--- config.mk ---
export PLATFORM = sky130hd
export DESIGN_NAME = button_hold_gesture_classifier
export DESIGN_NICKNAME = d
export VERILOG_FILES = /design/src/design/bhgc_pkg.sv /design/src/design/bhgc_core.sv /design/src/design/button_hold_gesture_classifier.sv
export SDC_FILE = /design/constraint.sdc
export NUM_CORES = 1
export LEC_CHECK = 0
export ABC_AREA = 1
export BUFFER_PORTS_ARGS = -buffer_cell sky130_fd_sc_hd__buf_2
export CAP_MARGIN = 25
export CORE_UTILIZATION = 54
export CTS_CLUSTER_SIZE = 30
export DETAILED_ROUTE_END_ITERATION = 10
export GPL_TIMING_DRIVEN = 0
export PLACE_DENSITY = 0.83
export SLEW_MARGIN = 15
export SYNTH_ARGS = -nofsm -noshare
export SYNTH_HDL_FRONTEND = slang
export SYNTH_SLANG_ARGS = --single-unit
--- constraint.sdc ---
create_clock -name clock -period 8.26 [get_ports clock]
set_input_delay 0.826 -clock clock [delete_from_list [all_inputs] [get_ports clock]]
set_output_delay 0.826 -clock clock [all_outputs]
set_load 0.005 [all_outputs]
--- src/design/bhgc_pkg.sv ---
// ----------------------------------------------------------------------------
// bhgc_pkg
// Shared types, register indexes, reset values and the action decode for the
// button hold gesture classifier.
// ----------------------------------------------------------------------------
package bhgc_pkg;

   localparam int unsigned TickWidth = 16;

   typedef logic [TickWidth-1:0] tick_type;
   typedef logic [1:0]           stage_type;

   typedef enum logic [3:0] {
      ACT_NONE       = 4'd0,
      ACT_RESET      = 4'd1,
      ACT_STOP_INQ   = 4'd2,
      ACT_DISCONNECT = 4'd3,
      ACT_START_INQ  = 4'd4,
      ACT_FACTORY    = 4'd5,
      ACT_PWR_ON     = 4'd6,
      ACT_PWR_ON_RST = 4'd7,
      ACT_PWR_OFF    = 4'd8
   } action_type;

   typedef enum logic [2:0] {
      CSR_HOLD_FIRST  = 3'd0,
      CSR_HOLD_SECOND = 3'd1,
      CSR_HOLD_THIRD  = 3'd2,
      CSR_EXT_ADAPTER = 3'd3,
      CSR_INHIBIT     = 3'd4
   } csr_index_type;

   localparam tick_type HoldFirstReset  = 16'd100;
   localparam tick_type HoldSecondReset = 16'd300;
   localparam tick_type HoldThirdReset  = 16'd500;
   localparam logic     ExtAdapterReset = 1'b0;
   localparam tick_type InhibitReset    = 16'd200;

   localparam stage_type StageMax = 2'd3;

   typedef struct packed {
      tick_type hold_first;
      tick_type hold_second;
      tick_type hold_third;
      logic     ext_adapter;
      tick_type inhibit;
   } cfg_type;

   typedef struct packed {
      action_type action;
      logic       holding;
      stage_type  hold_stage;
   } result_type;

   // final stage runs 0..4 once the adapter bonus is added
   function automatic action_type pick_action(input logic       power_on,
                                              input logic       inquiry,
                                              input logic [2:0] final_stage);
      action_type act;
      if (power_on) begin
         case (final_stage)
            3'd0:    act = ACT_RESET;
            3'd1:    act = inquiry ? ACT_STOP_INQ : ACT_DISCONNECT;
            3'd2:    act = ACT_START_INQ;
            default: act = ACT_FACTORY;
         endcase
      end else begin
         act = (final_stage == 3'd0) ? ACT_PWR_ON : ACT_PWR_ON_RST;
      end
      return act;
   endfunction

endpackage

--- src/design/bhgc_core.sv ---
// ----------------------------------------------------------------------------
// bhgc_core
// Press measurement, inhibit run and double press tracking. State advances
// by one tick per accepted transaction; the result of that tick is presented
// combinationally for the output register.
// ----------------------------------------------------------------------------
module bhgc_core (
   input  logic                 clock,
   input  logic                 reset,
   input  logic                 tick_en,
   input  logic                 button_pressed,
   input  logic                 power_sense,
   input  logic                 inquiry_active,
   input  bhgc_pkg::cfg_type    cfg,
   output bhgc_pkg::result_type result
);

   bhgc_pkg::tick_type  inhibit_left_ff, inhibit_left_in;
   logic                armed_ff, armed_in;
   logic                active_ff, active_in;
   bhgc_pkg::tick_type  ticks_ff, ticks_in;
   bhgc_pkg::stage_type stage_ff, stage_in;

   bhgc_pkg::action_type action;
   bhgc_pkg::tick_type   threshold;
   logic                 power_on;
   logic [2:0]           final_stage;

   assign power_on    = power_sense | cfg.ext_adapter;
   assign final_stage = {1'b0, stage_ff} + {2'b00, cfg.ext_adapter};

   always_comb begin
      case (stage_ff)
         2'd0:    threshold = cfg.hold_first;
         2'd1:    threshold = cfg.hold_second;
         default: threshold = cfg.hold_third;
      endcase
   end

   always_comb begin
      inhibit_left_in = inhibit_left_ff;
      armed_in        = armed_ff;
      active_in       = active_ff;
      ticks_in        = ticks_ff;
      stage_in        = stage_ff;
      action          = bhgc_pkg::ACT_NONE;

      if (inhibit_left_ff != '0) begin
         inhibit_left_in = inhibit_left_ff - 1'b1;
         if (armed_ff && power_on && button_pressed) begin
            action   = bhgc_pkg::ACT_PWR_OFF;
            armed_in = 1'b0;
         end
      end else begin
         armed_in = 1'b0;
         if (button_pressed) begin
            active_in = 1'b1;
            if (ticks_ff != '1) begin
               ticks_in = ticks_ff + 1'b1;
            end
            // compare uses the count after this tick
            if (stage_ff != bhgc_pkg::StageMax && ticks_in > threshold) begin
               stage_in = stage_ff + 1'b1;
            end
         end else if (active_ff) begin
            action          = bhgc_pkg::pick_action(power_on, inquiry_active, final_stage);
            armed_in        = power_on && (final_stage == 3'd0);
            active_in       = 1'b0;
            ticks_in        = '0;
            stage_in        = '0;
            inhibit_left_in = cfg.inhibit;
         end
      end
   end

   always_ff @(posedge clock) begin
      if (reset) begin
         inhibit_left_ff <= '0;
         armed_ff        <= 1'b0;
         active_ff       <= 1'b0;
         ticks_ff        <= '0;
         stage_ff        <= '0;
      end else if (tick_en) begin
         inhibit_left_ff <= inhibit_left_in;
         armed_ff        <= armed_in;
         active_ff       <= active_in;
         ticks_ff        <= ticks_in;
         stage_ff        <= stage_in;
      end
   end

   assign result.action     = action;
   assign result.holding    = active_in;
   assign result.hold_stage = stage_in;

endmodule

--- src/design/button_hold_gesture_classifier.sv ---
// ----------------------------------------------------------------------------
// button_hold_gesture_classifier
// Classifies button holds into actions, one tick transaction per 10 ms.
//
//   channel | direction | handshake          | payload
//   req     | in        | req_valid/req_stall| button, power sense, inquiry
//   rsp     | out       | rsp_valid/rsp_stall| action, holding, hold stage
//   csr     | in        | csr_write          | csr_index, csr_wdata
//
// One transaction per cycle; the result appears in the cycle after acceptance,
// from the output register. req_stall rises only while a result is held in
// the output register under rsp_stall. Synchronous reset clears the press
// state, the inhibit run and the output valid; registers load their defaults.
// ----------------------------------------------------------------------------
module button_hold_gesture_classifier (
   input  logic        clock,
   input  logic        reset,

   input  logic        req_valid,
   output logic        req_stall,
   input  logic        req_button_pressed,
   input  logic        req_power_sense,
   input  logic        req_inquiry_active,

   output logic        rsp_valid,
   input  logic        rsp_stall,
   output logic [3:0]  rsp_action,
   output logic        rsp_holding,
   output logic [1:0]  rsp_hold_stage,

   input  logic        csr_write,
   input  logic [2:0]  csr_index,
   input  logic [15:0] csr_wdata
);

   bhgc_pkg::cfg_type    cfg_ff;
   bhgc_pkg::result_type result;
   bhgc_pkg::result_type rsp_ff;
   logic                 rsp_valid_ff;
   logic                 req_take;

   // configuration registers
   always_ff @(posedge clock) begin
      if (reset) begin
         cfg_ff.hold_first  <= bhgc_pkg::HoldFirstReset;
         cfg_ff.hold_second <= bhgc_pkg::HoldSecondReset;
         cfg_ff.hold_third  <= bhgc_pkg::HoldThirdReset;
         cfg_ff.ext_adapter <= bhgc_pkg::ExtAdapterReset;
         cfg_ff.inhibit     <= bhgc_pkg::InhibitReset;
      end else if (csr_write) begin
         unique case (bhgc_pkg::csr_index_type'(csr_index))
            bhgc_pkg::CSR_HOLD_FIRST:  cfg_ff.hold_first  <= csr_wdata;
            bhgc_pkg::CSR_HOLD_SECOND: cfg_ff.hold_second <= csr_wdata;
            bhgc_pkg::CSR_HOLD_THIRD:  cfg_ff.hold_third  <= csr_wdata;
            bhgc_pkg::CSR_EXT_ADAPTER: cfg_ff.ext_adapter <= csr_wdata[0];
            bhgc_pkg::CSR_INHIBIT:     cfg_ff.inhibit     <= csr_wdata;
            default: ;
         endcase
      end
   end

   assign req_stall = rsp_valid_ff & rsp_stall;
   assign req_take  = req_valid & ~req_stall;

   bhgc_core u_core (
      .clock          (clock),
      .reset          (reset),
      .tick_en        (req_take),
      .button_pressed (req_button_pressed),
      .power_sense    (req_power_sense),
      .inquiry_active (req_inquiry_active),
      .cfg            (cfg_ff),
      .result         (result)
   );

   always_ff @(posedge clock) begin
      if (reset) begin
         rsp_valid_ff <= 1'b0;
      end else if (req_take) begin
         rsp_valid_ff <= 1'b1;
      end else if (!rsp_stall) begin
         rsp_valid_ff <= 1'b0;
      end
   end

   always_ff @(posedge clock) begin
      if (req_take) begin
         rsp_ff <= result;
      end
   end

   assign rsp_valid      = rsp_valid_ff;
   assign rsp_action     = rsp_ff.action;
   assign rsp_holding    = rsp_ff.holding;
   assign rsp_hold_stage = rsp_ff.hold_stage;

endmodule

Word level (Yosys, flattened, before mapping)

Cells that the tools add are included.

Reductions and logical operators: 18
Multiplexer cells: 29
Magnitude comparators: 1
Eq/ne operators: 12
Bitwise logic cells: 5
Add/subtract/negate cells: 4

Operators with widths:

| operator              | count |
|---|---|
| $mux 16               | 8 |
| $pmux 16 s2           | 1 |
| $mux 4                | 5 |
| $add 16x1->16 const B | 1 |
| $gt 16x16->1          | 1 |
| $ne 16x16->1 const B  | 1 |
| $reduce_bool 16->1    | 1 |
| $sub 16x1->16 const B | 1 |
| $pmux 4 s3            | 1 |
| $reduce_and 2->1      | 6 |
| $mux 1                | 10 |
| $eq 3x2->1 const B    | 3 |
| $mux 2                | 4 |
| $eq 3x1->1 const B    | 2 |
| $logic_not 3->1       | 2 |
| $reduce_and 3->1      | 2 |
| $logic_and 1x1->1     | 4 |
| $ne 2x1->1 const B    | 2 |
| $ne 2x2->1 const B    | 2 |
| $reduce_bool 2->1     | 2 |
| $add 2x1->3           | 1 |
| $eq 3x3->1 const B    | 1 |
| $add 2x1->2 const B   | 1 |
| $and 1x1->1           | 2 |
| other kinds (4)       | 5 |

Output and inout port bits: 9
Bits in registers: 109
Word-level logic and storage cells: 83

Logic depth before layout (Yosys ltp)

Gate-level depths: netlist of run 1.

Depth after elaboration: 9
Mapped depth: 23
Gate-level depth less buffers: 23

Cells and area by module

From an unflattened synthesis of run 1, not the netlist that was laid out.

Cell total of the unflattened synthesis: 852
Area total of the unflattened synthesis: 6010.8 sq um

Modules (own cells, without submodules):

| module                         | seq. area each (sq um) | area an instance (sq um) | cells each | times used |
|---|---|---|---|---|
| bhgc_core                      | 720.7                  | 3156.8                   | 471        | 1 |
| button_hold_gesture_classifier | 1531.5                 | 2854.0                   | 381        | 1 |

Worst setup path before layout of run 1

No wires, ideal clock.

Path type: register -> register
Start: register u_core.stage_ff[0]
End: register rsp_ff (netlist bit rsp_hold_stage[1]) (data pin)
Period minus slack after synthesis: 2.717 ns
Library setup time: 0.251 ns
Arrival: 2.467 ns
Cell stages (with the launch flop): 19
Path slack: 5.543 ns
Data required time: 8.009 ns
Path through: dfxtp_1 > inv_1 > ha_1 > clkbuf_1 > nor2_1 > clkbuf_1 > a21oi_1 > ha_1 > nand2_1 > nor2_1 > nand2_1 > inv_1 > nand2_1 > nand2_1 > nand3_1 > nand2_1 > nand2_1 > nand2_1 > inv_1

RTL lines:

| item                     | line                                 | RTL |
|---|---|---|
| start: declaration       | bhgc_core.sv:22                      | `bhgc_pkg::stage_type stage_ff, stage_in;` |
| start signal: assignment | bhgc_core.sv:88                      | `stage_ff <= stage_in;` |
| end signal: assignment   | button_hold_gesture_classifier.sv:88 | `rsp_ff <= result;` |
| end: declaration         | button_hold_gesture_classifier.sv:38 | `bhgc_pkg::result_type rsp_ff;` |

==> results of run 1 <==
-- flip-flops by register name (all words and copies together) (netlist names) --
name	flops
rsp_valid	1
u_core.active_ff	1
rsp_holding	1
u_core.inhibit_left_ff	16
u_core.stage_ff	2
cfg_ff	65
rsp_action	4
u_core.ticks_ff	16
rsp_hold_stage	2
u_core.armed_ff	1
-- cell type report --
| class | count | area (sq um) |
|---|---|---|
| flip-flops and latches | 109 | 2250 |
| inverters | 61 | 231 |
| well taps | 133 | 166 |
| repair buffers | 34 | 170 |
| clock buffers | 9 | 124 |
| clock inverters | 7 | 58.8 |
| multi-input cells | 563 | 3030 |
| fillers | 834 | 3790 |
| plain buffers | 30 | 134 |
-- cell usage after synthesis, drive strengths merged, types with 2 or more instances --
cell | instances | area (sq um)
or2 | 2 | 12.5
ha | 23 | 288
a22o | 15 | 131
a21oi | 71 | 427
buf | 5 | 40.0
edfxtp | 7 | 210
o211ai | 7 | 52.6
nand4 | 10 | 77.6
nor2 | 141 | 589
xnor2 | 9 | 78.8
nand3 | 36 | 185
nor3 | 5 | 40.0
o21a | 2 | 15.0
inv | 60 | 228
xor2 | 10 | 87.6
nand2 | 150 | 603
o21ai | 77 | 397
dfxtp | 102 | 2040
clkbuf | 25 | 93.8
-- kinds of logic after synthesis --
kind of cell    share of synthesized area
fa+ha+maj                          0.0510
simple gates                        0.271
flops                               0.399
compound gates                      0.185
xor+xnor                           0.0295
buf+inv                            0.0647
-- metrics by stage --
stage	hold slack (ps)	instance area [sq um]	util	cells	worst slack, ps
global placement	439	5980	0.601	930	5010
floorplan	424	5650	-	763	5540
finish	467	6170	0.619	946	4860
detailed placement	443	5980	0.601	930	4920
global route	478	6170	0.619	946	4580
CTS	468	6170	0.619	946	4900
-- path summary, 6_finish.rpt --
path	endpoint	slack [ps]	cells after the start
max	rsp_hold_stage[0]	4860	16
min	cfg_ff[25]	470	2
max reg2reg	rsp_hold_stage[0]	4860	16
min reg2reg	cfg_ff[25]	470	2
-- metal layers --
metal,GRT usage,share of wire,vias up
met5,0,0,-
met4,0.109,0.021,0
met3,0.0370,0.071,29
met1,0.359,0.43,2414
met2,0.461,0.48,223
li1,-,-,2613
-- power breakdown --
| group | switching (W) | leakage, nW | total (W) | internal (W) |
|---|---|---|---|---|
| Sequential | 0.0000498 | 0.901 | 0.000633 | 0.000583 |
| Combinational | 0.000361 | 1.67 | 0.000563 | 0.000202 |
| Clock | 0.000197 | 0.0974 | 0.000312 | 0.000115 |
| Total | 0.000607 | 2.67 | 0.00151 | 0.000901 |
-- worst min-delay path, cell delays in order (launching register included) --
cell	delay, ps
dfxtp_1	340
nand2_1	50
nand3_1	50
==> metrics.csv, run 1 <==
metric,value,unit
cts_buffer_depth,2,
ys.flop_type,dfxtp_1,
post_cts.repair.setup_buffers,0,
final_cell_mix,"136 x nand2_1, 132 x nor2_1, 102 x dfxtp_1",
antenna_found_initial,0,
status,completed,
timing.fmax,0.294,GHz
initial_core_util,0.567,
io_buffer_count,34,
core_area,0.00995,sq mm
yosys_warnings,0,
worstPathRequired,8410,ps
grt_max_degree,20,
nets,858,
avgRoutedWirePerCell,15.1,microns
drtIter0Drc,392,
syn2layout_area_growth,9.20,%
setup_viol,0,
grt_pass1_vias,5049,
grt_pass1_wl,24000,microns
drv_cap,0,
path_clk_slew,110,ps
track_usage,0.276,
h-tree-depth,3,
drt_wl_total,14300,microns
cp_top_family,simple AND/OR/NAND/NOR gates,
leakage,2.67,nW
hold_violations,0,
syn_inst,763,
rr_startpoint,u_core.stage_ff[0],
worstSetupStartpoint,u_core.stage_ff[0],
drc_errors,0,
synth_area_per_cell,7.40,sq um
cts_tree,done,
rsz0062_at_grt,false,
die_area,0.0109,sq mm
period_needed,3400,ps
tightest_slew,890,ps
crit_path_cell_trace,inv_1 > ha_1 > clkbuf_1 > nor2_1 > clkbuf_1 > a21oi_1 > ha_1 > nand2_1 > nor2_1 > nand2_1 > nor2_1 > nor2_1 > nand3_1 > nand2_1 > nand3_1 > inv_1,
gr-total-overflow,0,
clock_latency,380,ps
start_kind,flip-flop,
crit_slowest_cell,dfxtp_1,
cts-root-buf,clkbuf_8,
drive_gt1_frac,0.128,
powerDensity,245,mW/mm^2
pin_count,36,
slew_headroom,0.406,
min_path_type,flip-flop to flip-flop,
ys_ff_latch,109,
vias,5279,
hold_start,cfg_ff[25],
hpwlAfterDp,10700,microns
final.setup.tns,0,ps
p_total,0.00151,W
globalplace.congestion,0.916,
crit_top_cell,nor2_1,
period_share,0.412,
chipHeight,104,microns
synth_edf_count,7,
diodes,0,
synth_area,0.00565,sq mm
ir_drop,121,uV
cts_resized,0,
synth_async_sr_flop_share,0,
row_count,36,
die_w,104,microns
drt.antenna.violating_nets,0,
layout_commonest_cell,nand2_1,
numCtsBuffers,9,
cts_sinks,109,
dr.pass1.iters,7,
worstSetupEndpointType,flip-flop,
seq_area_frac_synth,0.399,
crit_type,flip-flop to flip-flop,
vias_per_cell,5.58,
critPathMaxStageDelay,440,ps
cts_hold_buf,0,
crit_buf_inv,4,
cp_max_fo,10,
crit_arrival,3550,ps
ys_types,41,
syn_nets,813,
skew,3.93,ps
drv_slew,0,
No activity file was read; power rests on OpenSTA's default activity.
==> inputs of run 2 (changes only) <==
Settings changed: ABC_AREA 1 to 0, PLACE_DENSITY 0.83 to 0.86.
Clock period 8.26 ns to 2.8 ns, I/O delays scaled along.
==> run 2 against run 1 <==
Against the previous run:
- largest cell class unchanged
- the flow now finishes with violations (negative setup slack)
- global-route usage rose by 3.5 points
- final cell count down 0.95%
- sequential power grew to 2.9 times the previous value
- first-iteration DRC count increased by 44%
- largest power group unchanged
- maximum frequency rose by 4.5%
- critical endpoint unchanged
- critical path type unchanged
- synthesized cell count fell by 7.1%
==> metrics.csv, run 2 <==
metric,value,unit,change
min_path_type,primary input to flip-flop,,
final.setup.tns,-1620,ps,-1620 ps
timing.fmax,0.307,GHz,+4.5%
dp_cells,877,,-5.7%
syn_nets,759,,-6.6%
crit_arrival,3370,ps,-180 ps
pin_count,36,,unchanged
drv_slew,0,,unchanged
period_needed,3260,ps,-146 ps
highest_layer,met4,,
cts_buffer_depth,2,,unchanged
hold_ws,116,ps,-351 ps
start_kind,flip-flop,,
syn2layout_area_growth,22.3,%,
hold_violations,0,,unchanged
top_register,cfg_ff,,
track_usage,0.310,,+0.0347
layout_commonest_cell,nand2_1,,
drive_gt1_frac,0.209,,+0.0810
drv_cap,0,,unchanged
initial_core_util,0.560,,-0.00687
largest_reg_flops,65,,unchanged
cts-root-buf,clkbuf_8,,
synth_edf_count,7,,unchanged
dp_slack,-559,ps,-5470 ps
numCtsBuffers,9,,unchanged
avgRoutedWirePerCell,18.1,microns,+20%
ys_types,60,,+46%
hpwlAfterDp,10900,microns,+2.6%
ys_ff_latch,109,,unchanged
crit_slowest_cell,a2111o_1,,
nets,849,,-1.0%
die_area,0.0106,sq mm,-2.1%
drt_wl_total,17000,microns,+19%
synth_async_sr_flop_share,0,,unchanged
grt_max_degree,20,,unchanged
h-tree-depth,3,,unchanged
row_count,36,,unchanged
leakage,2.67,nW,about the same
io_buffer_count,34,,unchanged
crit_path_cell_trace,and4_4 > and3_4 > nand4_1 > xor2_2 > nand2_2 > ha_4 > nand4_1 > a2111o_1 > a211o_1 > nand2_1 > o211ai_1,,
ys.flop_type,dfxtp_1,,
vias,5830,,+10%
skew,11.0,ps,+7.10 ps
drtIter0Drc,566,,+44%
top_regs,"cfg_ff: 65 flops, u_core.inhibit_left_ff: 16 flops, u_core.ticks_ff: 16 flops",,
period_share,1.16,,+0.751
yosys_warnings,0,,unchanged
rsz0062_at_grt,true,,
synth_area,0.00553,sq mm,-2.1%
gr-total-overflow,0,,unchanged
antenna_found_initial,0,,unchanged
crit_top_cell,nand4_1,,
seq_area_frac_synth,0.407,,+0.00858
wl_met3,1540,microns,+51%
drt-met1-wl,6760,microns,+9.5%
grt_pass1_vias,5130,,+1.6%
grt_pass1_wl,25100,microns,+4.5%
tightest_slew,770,ps,-120 ps
status,finished with violations,,
drt.antenna.violating_nets,0,,unchanged
stdcell_count,937,,-0.95%
powerDensity,668,mW/mm^2,+170%
cts_tree,done,,
worstSetupEndpointType,flip-flop,,
drc_errors,0,,unchanged
dr.pass1.iters,5,,-2
core_area,0.00986,sq mm,-0.91%
globalplace.congestion,0.991,,+8.2%
slew_headroom,0.482,,+0.0756
worstPathRequired,2910,ps,-5500 ps
cts_hold_buf,0,,unchanged
violations,negative setup slack,,
synth_commonest_cells,"182 x nand2_1, 102 x dfxtp_1, 93 x a21oi_1, 45 x nand3_1, 42 x nor2_1",,
critPathMaxStageDelay,440,ps,about the same
chipHeight,103,microns,-1.0%
diodes,0,,unchanged
die_w,103,microns,-1.0%
clock_latency,380,ps,about the same
synth_most_common_cell,nand2_1,,
yosys.area.top_type,dfxtp_1,,
nFillCells,769,,-7.8%
path_clk_slew,110,ps,about the same
vias_per_cell,6.22,,+11%
crit_type,flip-flop to flip-flop,,
syn_inst,709,,-7.1%
yosysTopAreaCellShare,0.369,,+0.00778
cp_max_fo,4,,-6
synth_area_leaders,"dfxtp_1 37%, nand2_1 12%, a21oi_1 8.4%, ha_1 5.2%, nand3_1 4.1%",,
setup_slack,-457,ps,-5310 ps
ir_drop,431,uV,+260%
final_cell_mix,"177 x nand2_1, 89 x a21oi_1, 86 x dfxtp_1",,
synth_area_per_cell,7.80,sq um,+5.4%
routed-wl-met2,7890,microns,+16%
setup_viol,5,,+5
cts_sinks,109,,unchanged
regToRegSetupSlack,-460,ps,-5310 ps
## run 2: cell count changes after synthesis, moves of 8 or more
cell	previous run	this run
a21oi_2	16	0
nor3_1	2	11
inv_1	59	13
xor2_1	10	2
and3_1	0	11
nor2_1	132	42
nand3_1	35	45
a31oi_1	0	10
a21oi_1	54	93
o21ai_0	73	10
nand2_1	136	182
nand2_2	13	0
## run 2: final timing paths
kind,startpoint,end,depth (start not counted)
max,u_core.ticks_ff[7],rsp_hold_stage[0],11
min reg2reg,cfg_ff[17],cfg_ff[17],2
min,req_valid,rsp_valid,2
max reg2reg,u_core.ticks_ff[7],rsp_hold_stage[0],11
## run 2: routing by layer
| metal | up-vias | global-route usage |
|---|---|---|
| met4 | 0 | 0.152 |
| met5 | - | 0 |
| met2 | 359 | 0.510 |
| met1 | 2712 | 0.394 |
| li1 | 2684 | - |
| met3 | 75 | 0.0578 |
## run 2: timing repair
item,4_1_cts,5_1_grt
setup endpoints to repair,4,20
setup buffers,32,14
gates cloned,0,0
resized for setup,52,23
pin swaps,21,23
## run 2: cells by family (layout without fill, tap and decap cells)
| family | count (synthesis) | in the layout | synth area share |
|---|---|---|---|
| AND/OR/NAND/NOR | 338 | 338 | 0.280 |
| buffers and inverters | 53 | 148 | 0.0396 |
| AO/OA/AOI/OAI | 168 | 168 | 0.191 |
| flip-flops | 109 | 109 | 0.407 |
| multiplexers | 7 | 7 | 0.0127 |
| adder cells (fa/ha/maj) | 23 | 23 | 0.0521 |
| XOR/XNOR | 11 | 11 | 0.0174 |
## run 2: layout make-up
| cell class | instances | area, sq um | area share |
|---|---|---|---|
| plain buffers | 37 | 194 | 0.0287 |
| clock buffers | 11 | 141 | 0.0209 |
| clock inverters | 5 | 46.3 | 0.00685 |
| inverters | 14 | 52.6 | 0.00777 |
| multi-input cells | 547 | 3320 | 0.491 |
| flip-flops and latches | 109 | 2300 | 0.341 |
| well taps | 133 | 166 | 0.0246 |
| repair buffers | 81 | 539 | 0.0798 |
## run 2: through the flow
| stage | total power [W] | util | area (sq um) |
|---|---|---|---|
| final | 0.00452 | 0.685 | 6760 |
| after global routing | 0.00475 | 0.685 | 6760 |
| after CTS | 0.00441 | 0.664 | 6550 |
| after detailed placement | 0.00345 | 0.602 | 5930 |
| after global placement | 0.00338 | 0.601 | 5930 |
| after floorplan | 0.00305 | - | 5590 |
## run 2: power breakdown
group	internal, W	total (W)	switching (W)	leakage [nW]
sequential	0.00169	0.00181	0.000122	0.910
clock	0.000369	0.000946	0.000578	0.0973
combinational	0.000697	0.00176	0.00106	1.66
total	0.00276	0.00452	0.00176	2.67
## run 2: critical path: cells and delay by family, from the launching register on
family,cells,cell delay (ps)
AOI/OAI and AO/OA,3,890
xor gates and xnor gates,1,300
DFF,1,370
and+or+nand+nor,6,1120
adders and majority gates,1,290
==> inputs of run 3 (changes only) <==
Settings changed: CORE_UTILIZATION 54 to 37, PLACE_DENSITY 0.86 to 0.66.
==> run 3 against run 2 <==
Against the previous run:
- the flow still finishes with violations (negative setup slack)
- final cell count grew 4.8%
- core utilization fell by 21 points
- global-route usage fell by 11 points
- critical path type unchanged
- count of clock-buffer cells in the layout grew 1
- die area up 45%
- worst hold slack improved by 25 ps
- power rose by 6.8%
- design area grew 1.9%
- routed wire length shrank 3.9%
- sequential share of layout area decreased by 0.72 points
- largest power group unchanged
- first-iteration DRC count fell by 24%
- sequential cell count is the same
- highest routed layer unchanged
==> metrics.csv, run 3 (synthesis results as in run 2) <==
metric,value,unit,change
top_regs,"cfg_ff: 65 flops, u_core.inhibit_left_ff: 16 flops, u_core.ticks_ff: 16 flops",,
avgRoutedWirePerCell,16.6,microns,-8.3%
leakage,2.65,nW,-0.86%
track_usage,0.205,,-0.105
min_path_type,primary input to flip-flop,,
numCtsBuffers,9,,unchanged
crit_buf_inv,1,,+1
powerDensity,700,mW/mm^2,+4.8%
crit_path_cell_trace,and4_4 > nand4_1 > o21a_2 > buf_6 > xnor2_2 > ha_1 > nand4_1 > a2111o_1 > a211o_1 > nand4_1 > o211ai_1,,
dr.pass1.iters,5,,unchanged
globalplace.congestion,0.840,,-15%
largest_reg_flops,65,,unchanged
crit_top_cell,nand4_1,,
tightest_slew,704,ps,-66.3 ps
utilization,0.474,,-0.211
vias_per_cell,5.55,,-11%
die_w,124,microns,+20%
vias,5450,,-6.5%
setup_viol,4,,-1
grt_max_degree,18,,-10%
dp_cells,927,,+5.7%
cts_tree,done,,
drt_wl_total,16300,microns,-3.9%
crit_arrival,3170,ps,-200 ps
start_kind,flip-flop,,
critPathMaxStageDelay,410,ps,-30 ps
drtIter0Drc,432,,-24%
path_clk_slew,70,ps,-40 ps
gr-total-overflow,0,,unchanged
worstSetupEndpointType,flip-flop,,
slew_headroom,0.531,,+0.0489
dpl_cell_area,0.00600,sq mm,+1.1%
chipHeight,124,microns,+20%
top_register,cfg_ff,,
setup_slack,-289,ps,+167 ps
skew,9.15,ps,-1.88 ps
crit_type,flip-flop to flip-flop,,
die_area,0.0154,sq mm,+45%
diodes,0,,unchanged
cp_top_family,compound AO/OA/AOI/OAI gates,,
drc_errors,0,,unchanged
cts_hold_buf,0,,unchanged
pin_count,36,,unchanged
rsz0062_at_grt,true,,
hpwlAfterDp,11000,microns,+0.73%
cp_max_fo,4,,unchanged
grt_pass1_vias,4693,,-8.5%
period_share,1.10,,-0.0598
cts-root-buf,clkbuf_16,,
violations,negative setup slack,,
initial_core_util,0.380,,-0.180
io_buffer_count,34,,unchanged
postLayoutCellArea,0.00689,sq mm,+1.9%
clock_latency,360,ps,-20 ps
crit_slowest_cell,a2111o_1,,
cts_sinks,109,,unchanged
final.setup.tns,-815,ps,+808 ps
grt_pass1_wl,24800,microns,-1.0%
hold_violations,0,,unchanged
worstPathRequired,2880,ps,-30 ps
drive_gt1_frac,0.197,,-0.0122
final_cell_mix,"179 x nand2_1, 90 x a21oi_1, 86 x dfxtp_1",,
row_count,44,,+22%
syn2layout_area_growth,24.6,%,
status,finished with violations,,
timing.fmax,0.324,GHz,+5.4%
h-tree-depth,3,,unchanged
drv_cap,0,,unchanged
drt.antenna.violating_nets,0,,unchanged
cts_buffer_depth,2,,unchanged
nets,844,,-0.59%
layout_commonest_cell,nand2_1,,
stdcell_count,982,,+4.8%
antenna_found_initial,0,,unchanged
ir_drop,400,uV,-7.2%
drv_slew,0,,unchanged
period_needed,3090,ps,-167 ps
core_area,0.0145,sq mm,+47%
## run 3: changes by cell type in the layout (fill, tap and decap cells not counted), moves of 5 or more
| cell | delta |
|---|---|
| clkbuf_16 | +10 |
| clkbuf_8 | -11 |
| buf_6 | +5 |
| buf_4 | -9 |
## run 3: path summary, 6_finish.rpt
kind,from,endpoint,slack [ps],depth (start not counted)
worst min-delay path,req_valid,rsp_valid,140,2
worst max register to register,u_core.ticks_ff[10],rsp_hold_stage[1],-290,11
worst min register to register,cfg_ff[17],cfg_ff[17],460,2
worst max-delay path,u_core.ticks_ff[10],rsp_hold_stage[1],-290,11
## run 3: worst register-to-register path, delay by kind of cell, from the launching register on
family	cells	cell delay, ps
simple gates	4	720
buf+inv	1	130
flops	1	370
compound gates	4	1160
xor+xnor	1	130
fa+ha+maj	1	320
## run 3: power by group
part	leakage (nW)	total, W	switching, W	internal [W]
logic	1.60	0.00173	0.00104	0.000687
registers	0.910	0.00183	0.000136	0.00169
clock network	0.139	0.00127	0.000606	0.000663
## run 3: per-stage QoR
| step | hold WS, ps | setup slack (ps) | total power (W) |
|---|---|---|---|
| final | 142 | -289 | 0.00482 |
| after global routing | 156 | -376 | 0.00509 |
| after CTS | 132 | -192 | 0.00476 |
| after detailed placement | 447 | -625 | 0.00347 |
| after global placement | 442 | -625 | 0.00344 |
| after floorplan | 404 | 1.48 | 0.00305 |
## run 3: layout make-up
cell class | instances | area, sq um
repair buffers | 76 | 523
multi-input cells | 547 | 3320
plain buffers | 37 | 188
clock buffers | 12 | 258
fillers | 1438 | 7640
inverters | 14 | 52.6
well taps | 184 | 230
flip-flops and latches | 109 | 2300
clock inverters | 3 | 26.3
## run 3: metal layers
layer | track usage | vias up | routed length [microns]
li1 | - | 2681 | -
met1 | 0.297 | 2553 | 7820
met2 | 0.302 | 183 | 7170
met3 | 0.0461 | 33 | 994
met4 | 0.0581 | 0 | 350
met5 | 0 | - | 0
## run 3: what timing repair did
action                     in CTS  in global routing
pin swaps                      19                 28
gates cloned                    0                  0
setup buffers                  29                 16
gates resized for setup        42                 32
setup endpoints to repair       4                 18
